[config.mk]
export PLATFORM = sky130hd
export DESIGN_NAME = arc_scan
export DESIGN_NICKNAME = d
export VERILOG_FILES = /design/src/rtl/arc_pkg.sv /design/src/rtl/arc_scan.sv
export SDC_FILE = /design/constraint.sdc
export NUM_CORES = 1
export LEC_CHECK = 0
export BUFFER_PORTS_ARGS = -buffer_cell sky130_fd_sc_hd__buf_2
export CAP_MARGIN = 20
export CORE_AREA = 2 2 122 124
export DETAILED_ROUTE_END_ITERATION = 8
export DIE_AREA = 0 0 124 126
export PLACE_DENSITY = 0.8
export SYNTH_ARGS = -nofsm -noshare
export SYNTH_HDL_FRONTEND = slang
export SYNTH_SLANG_ARGS = --single-unit
[constraint.sdc]
create_clock -name clk -period 8.5 [get_ports clk]
set_clock_uncertainty 0.2 [all_clocks]
set_input_delay 1.7 -clock clk [delete_from_list [all_inputs] [get_ports clk]]
set_output_delay 1.7 -clock clk [all_outputs]
set_load 0.02 [all_outputs]
[src/rtl/arc_pkg.sv]
`timescale 1ns / 1ps
// Shared types and constants for the address resolution cache.
package arc_pkg;

  localparam int ENTRIES_DEFAULT = 256;
  localparam int IP_W = 32;
  localparam int MAC_W = 48;
  localparam int WORD_W = IP_W + MAC_W;

  localparam logic KIND_LOOKUP = 1'b0;
  localparam logic KIND_LEARN = 1'b1;

  typedef enum logic [1:0] {
    ST_IDLE,
    ST_SCAN,
    ST_DONE
  } arc_state_t;

  typedef struct packed {
    logic             hit;
    logic [MAC_W-1:0] found_mac;
    logic             send_request;
  } arc_result_t;

endpackage

[src/rtl/arc_scan.sv]
`timescale 1ns / 1ps
// Learn and lookup sequencer: write pointer, fill count and the linear table scan.
module arc_scan import arc_pkg::*; #(
  parameter int ENTRIES = ENTRIES_DEFAULT,
  parameter int AW = $clog2(ENTRIES),
  parameter int CW = $clog2(ENTRIES + 1)
) (
  input  logic              clk,
  input  logic              rst,
  input  logic              item_valid,
  output logic              item_stall,
  input  logic              item_kind,
  input  logic [IP_W-1:0]   item_ip,
  input  logic [MAC_W-1:0]  item_mac,
  output logic              mem_we,
  output logic [AW-1:0]     mem_waddr,
  output logic [WORD_W-1:0] mem_wdata,
  output logic              mem_re,
  output logic [AW-1:0]     mem_raddr,
  input  logic [WORD_W-1:0] mem_rdata,
  output logic              res_valid,
  output arc_result_t       res,
  input  logic              res_take
);

  arc_state_t  state, state_next;
  logic [AW-1:0]   wp, wp_next;
  logic [CW-1:0]   fill;
  logic [AW-1:0]   cmp_idx;
  logic [IP_W-1:0] key;
  arc_result_t     res_next;
  logic            learn;
  logic            last_entry;
  logic            match;

  // Entries fill in order from 0, so entry i holds a valid pair exactly when
  // i is below the fill count; no per-entry valid flags are needed.
  assign last_entry = ((CW'(cmp_idx) + CW'(1)) == fill);
  assign match      = (mem_rdata[WORD_W-1:MAC_W] == key);
  assign wp_next    = (wp == AW'(ENTRIES - 1)) ? '0 : wp + AW'(1);
  assign mem_waddr  = wp;
  assign mem_wdata  = {item_ip, item_mac};
  assign res_valid  = (state == ST_DONE);

  always_comb begin
    state_next = state;
    item_stall = (state != ST_IDLE);
    mem_we     = 1'b0;
    mem_re     = 1'b0;
    mem_raddr  = '0;
    learn      = 1'b0;
    res_next   = res;
    unique case (state)
      ST_IDLE: begin
        if (item_valid) begin
          if (item_kind == KIND_LEARN) begin
            mem_we     = 1'b1;
            learn      = 1'b1;
            res_next   = '{hit: 1'b0, found_mac: '0, send_request: 1'b0};
            state_next = ST_DONE;
          end else if (fill == '0) begin
            res_next   = '{hit: 1'b0, found_mac: '0, send_request: 1'b1};
            state_next = ST_DONE;
          end else begin
            mem_re     = 1'b1;
            state_next = ST_SCAN;
          end
        end
      end
      ST_SCAN: begin
        // The word for cmp_idx is on the read port; the next read goes out
        // in the same cycle so the scan covers one entry per cycle.
        if (match) begin
          res_next   = '{hit: 1'b1, found_mac: mem_rdata[MAC_W-1:0], send_request: 1'b0};
          state_next = ST_DONE;
        end else if (last_entry) begin
          res_next   = '{hit: 1'b0, found_mac: '0, send_request: 1'b1};
          state_next = ST_DONE;
        end else begin
          mem_re    = 1'b1;
          mem_raddr = cmp_idx + AW'(1);
        end
      end
      ST_DONE: begin
        if (res_take) begin
          state_next = ST_IDLE;
        end
      end
      default: begin
        state_next = ST_IDLE;
      end
    endcase
  end

  always_ff @(posedge clk) begin
    if (rst) begin
      state <= ST_IDLE;
      wp    <= '0;
      fill  <= '0;
    end else begin
      state <= state_next;
      if (learn) begin
        wp <= wp_next;
        if (fill != CW'(ENTRIES)) begin
          fill <= fill + CW'(1);
        end
      end
    end
  end

  always_ff @(posedge clk) begin
    if (mem_re) begin
      cmp_idx <= mem_raddr;
    end
    if (state == ST_IDLE && item_valid) begin
      key <= item_ip;
    end
    res <= res_next;
  end

  a_scan_nonempty: assert property (@(posedge clk) disable iff (rst)
    state == ST_SCAN |-> fill != '0)
    else $error("scan running on an empty table");

  a_scan_in_range: assert property (@(posedge clk) disable iff (rst)
    state == ST_SCAN |-> CW'(cmp_idx) < fill)
    else $error("scan compared an entry beyond the fill count");

  a_fill_bound: assert property (@(posedge clk) disable iff (rst)
    fill <= CW'(ENTRIES))
    else $error("fill count exceeds table depth");

  a_res_flags: assert property (@(posedge clk) disable iff (rst)
    res_valid |-> !(res.hit && res.send_request))
    else $error("result reports both hit and request");

  a_learn_done: assert property (@(posedge clk) disable iff (rst)
    (state == ST_IDLE && item_valid && item_kind == KIND_LEARN) |=>
      (state == ST_DONE && !res.hit && !res.send_request && res.found_mac == '0))
    else $error("learn did not produce an empty result");

endmodule
* Word level (Yosys, flattened, before mapping)
Cells that the tools add are included.
** Cells by class
- Add/sub/neg operators :: 4
- $mul :: 0
- Div/mod/pow operators :: 0
- Order comparisons :: 0
- Eq/ne operators :: 10
- Shift operators :: 0
- Mux-type cells :: 26
- Bitwise logic cells :: 0
- Reduce and logical (&&, ||, !) cells :: 8
** Operators with widths (count)
- $mux W50 :: 5
- $pmux W50 S2 :: 1
- $eq A32 B32 Y1 :: 1
- $mux W8 :: 4
- $add A8 B1 Y8 const B :: 2
- $mux W2 :: 6
- $add A8 B1 Y9 const B :: 1
- $add A9 B1 Y9 const B :: 1
- $eq A9 B9 Y1 :: 1
- $logic_not A9 Y1 :: 1
- $ne A9 B9 Y1 const B :: 1
- $eq A8 B8 Y1 const B :: 1
- $mux W1 :: 8
- $ne A3 B3 Y1 const B :: 2
- $pmux W2 S3 :: 1
- $reduce_and A4 Y1 :: 1
- $reduce_bool A2 Y1 :: 2
- $reduce_and A3 Y1 :: 1
- $eq A2 B1 Y1 const B :: 1
- $eq A2 B2 Y1 const B :: 1
- $logic_not A2 Y1 :: 1
- $ne A2 B1 Y1 const B :: 1
- $ne A2 B2 Y1 const B :: 1
- $pmux W1 S2 :: 1
- other kinds (2) :: 2
** Word-level totals
- Register bits after elaboration :: 109
- Bits in latches :: 0
- Bits in writable memories :: 0
- Bits in read-only memories :: 0
- Input port bits :: 165
- Output and inout port bits :: 150
- Word-level logic and storage cells :: 56
- Memories kept :: 0

* Longest topological paths before layout
- Word-level depth :: 5
- Depth in mapped cells :: 9
- Depth with buffers taken out :: 7

* Worst setup path after synthesis
OpenSTA, ideal clock, no wires.
- Path type :: in2out
- Start :: input item_valid
- End :: output mem_re
- Data arrival time :: 3746 ps
- Required time :: 6600 ps
- Slack :: 2854 ps
- Stages :: 4
- Path buffers :: 0
- Path through :: inv_1 > nor2_1 > nand3b_1 > nand2_1
** Between the ends
- Cells in the longest elaborated chain, start to end :: 2
** Ends and longest elaborated chain
- start: declaration :: line arc_scan.sv:10 : input logic item_valid,
- $mux W1 :: line arc_scan.sv:55 : if (item_valid) begin
- $pmux W1 S2 :: line arc_scan.sv:53 : unique case (state)
- end: declaration :: line arc_scan.sv:18 : output logic mem_re,
Every way passes these cells.

* Final worst setup path
- Start :: input mem_rdata[76]
- End :: output mem_re
** Between the ends
- Cells in the longest elaborated chain, start to end :: 3
** Ends and longest elaborated chain
- start: declaration :: line arc_scan.sv:20 : input logic [WORD_W-1:0] mem_rdata,
- $eq A32 B32 Y1 :: line arc_scan.sv:39 : assign match = (mem_rdata[WORD_W-1:MAC_W] == key);
- $mux W1 :: line arc_scan.sv:73 : if (match) begin
- $pmux W1 S2 :: line arc_scan.sv:53
Every way passes these cells.

==> flow_metrics.tcl <==
set metrics [dict create \
    hold_violations 0 \
    cp-end-kind "primary output" \
    worstHoldPathCells 2 \
    cts_resized 0 \
    wl_per_cell_um 15.8 \
    p_per_area_nw_per_um2 196 \
    ios 315 \
    place_hpwl_um 9230 \
    grt_pass1_vias 3350 \
    min_period_ns 5.56 \
    clock-root-buffer "clkbuf_16" \
    rr_worst_depth 9 \
    gp_congestion 0.786 \
    synthCells 419 \
    start_util_pct 36.5 \
    wl_um 11900 \
    crit_fanout 12 \
    async_flop_share_pct 0 \
    status "complete, no violations" \
    yosys_warnings 0 \
    path_clk_slew_ns 0.07 \
    vdd_drop_max_mv 0.0957 \
    die_area_um2 15600 \
    layout_common_cells "218 x buf_2, 90 x edfxtp_1, 49 x and2_1" \
    core-area_um2 14300 \
    fin_setup_tns_ns 0 \
    rsz0062_at_grt "no" \
    antenna_found_initial 2 \
    overflow 0 \
    timing.final.crit_share_pct 65.4 \
    crit_family "simple AND/OR/NAND/NOR gates" \
    dpl-instance-area_um2 5930 \
    synthFlopType "edfxtp_1" \
    final_nets 731 \
    crit_required_ns 6.60 \
    final_common_cell "buf_2" \
    std_cell_rows 44 \
    seq_area_frac_synth_pct 59.0 \
    avgSynthCellArea_um2 12.5 \
    routed_via_density 4.58 \
    via_count 3449 \
    design_area_um2 6250 \
    cp_num_cells 9 \
    numCtsBuffers 9 \
    hold_class "flop to flop" \
    slew-limit-headroom_pct 55.2 \
    cp_common_cell "buf_2" \
    syn-num-nets 588 \
    p_total_mw 1.23 \
    final_max_slew_viol_count 0 \
    syn_area_um2 5220 \
    synth_cell_types 41 \
    cts_tree "done" \
    crit_buf_inv 3 \
    area_growth_pct 19.7 \
    fp.dieH_um 126 \
    ant_nets 0 \
    port_buffers 218 \
    critPathLaunchType "input port" \
    power.leakage_nw 2.67 \
    whs_ns 0.354 \
    drv_cap 0 \
    critical_path.max_stage_delay_ns 0.54 \
    path_cells "buf_2 -> xnor2_1 -> nand4_1 -> nor4_1 -> a31oi_1 -> o41ai_2 -> buf_4 -> nand2_1 -> buf_2" \
    worst_slew_pin_slew_ns 0.672 \
    cts_setup_buffers 0 \
    clock_latency_ns 0.35 \
    layout-drive-gt1-share_pct 44.1 \
    cts_hold_buf 0 \
    grt_usage_pct 14.9 \
    cts_sinks 109 \
    grt_first_pass_wirelength_um 17300 \
    grt_max_degree 51 \
    drc 0 \
    fp.dieW_um 124 \
    synth_edf_count 90 \
    first_pass_iters 4 \
    max_freq_ghz 0.180 \
    drt_iter0_markers 122 \
    setup_viol 0 \
    synth-seq-cells 109 \
    ctsHtreeMaxLevel 3 \
    cts.path.max_buffers 2 \
    arrival_ns 3.66 \
    critPathKind "input port to primary output" \
    critPathSlowestCell "nor4_1" \
]
routing by layer:
| layer | vias to the layer above | wire length [um] | global-route usage, % |
|---|---|---|---|
| met5 | - | 0 | 0 |
| met3 | 24 | 1110 | 5.21 |
| met2 | 178 | 6020 | 25.5 |
| li1 | 1649 | - | - |
| met4 | 0 | 298 | 7.01 |
| met1 | 1598 | 4480 | 16.4 |
sequential cells by signal, summed over array words and instances, names as in the netlist:
name and cells:
cmp_idx 8, mem_waddr 8, res 50, fill 9, state 2, key 32
cells by family after synthesis:
| group | synth area share (%) |
|---|---|
| adder cells (fa/ha/maj) | 0.958 |
| XOR/XNOR | 10.4 |
| multiplexers | 0.383 |
| flip-flops | 59.0 |
| AND/OR/NAND/NOR | 14.4 |
| buffers and inverters | 13.0 |
| AO/OA/AOI/OAI | 1.92 |
worst paths after layout:
kind / from / end / slack, ns
min: mem_waddr[4] / mem_waddr[4] / 0.35
max: mem_rdata[76] / mem_re / 2.94
max reg2reg: cmp_idx[0] / res[39] / 5.29
min reg2reg: mem_waddr[4] / mem_waddr[4] / 0.35
synth_stat cells, drive strengths merged, types with 3 or more instances:
master  instances  area (um^2)
xnor2          44          393
clkbuf          6         22.5
xor2           16          148
nand2           7         26.3
a21oi           3         15.0
and2           50          313
and3            4         30.0
nand4          15          100
inv             6         22.5
nor2           33          124
dfxtp          19          380
ha              4         50.1
buf            85          634
edfxtp         90         2700
nand3          12         60.1
through the flow:
| stage | cells | util [%] | setup WS (ns) |
|---|---|---|---|
| floorplan | 419 | - | 2.85 |
| global placement | 735 | 41.4 | 2.91 |
| detailed placement | 735 | 41.4 | 2.85 |
| CTS | 751 | 43.6 | 2.87 |
| global route | 751 | 43.6 | 2.76 |
| finish | 753 | 43.7 | 2.94 |
power breakdown:
group	internal [mW]	total [mW]	switching (mW)
logic	0.0623	0.160	0.0982
registers	0.619	0.634	0.0148
clock network	0.237	0.431	0.195
total	0.918	1.23	0.308
worst min-delay path: cells and delay by family, from the launching register on:
kind,cells,cell delay (ns)
xor gates and xnor gates,1,0.08
and+or+nand+nor,1,0.08
DFF,1,0.36
area by class of cell:
cell class,count,area [um^2]
Inverter,6,22.5
Clock inverter,4,36.3
Multi-Input combinational cell,213,1470
Timing Repair Buffer,223,1130
Clock buffer,12,278
Tap cell,184,230
Sequential cell,109,3080
Antenna cell,2,5.00
Fill cell,1365,8060
Power figures use the tool's default switching activity.
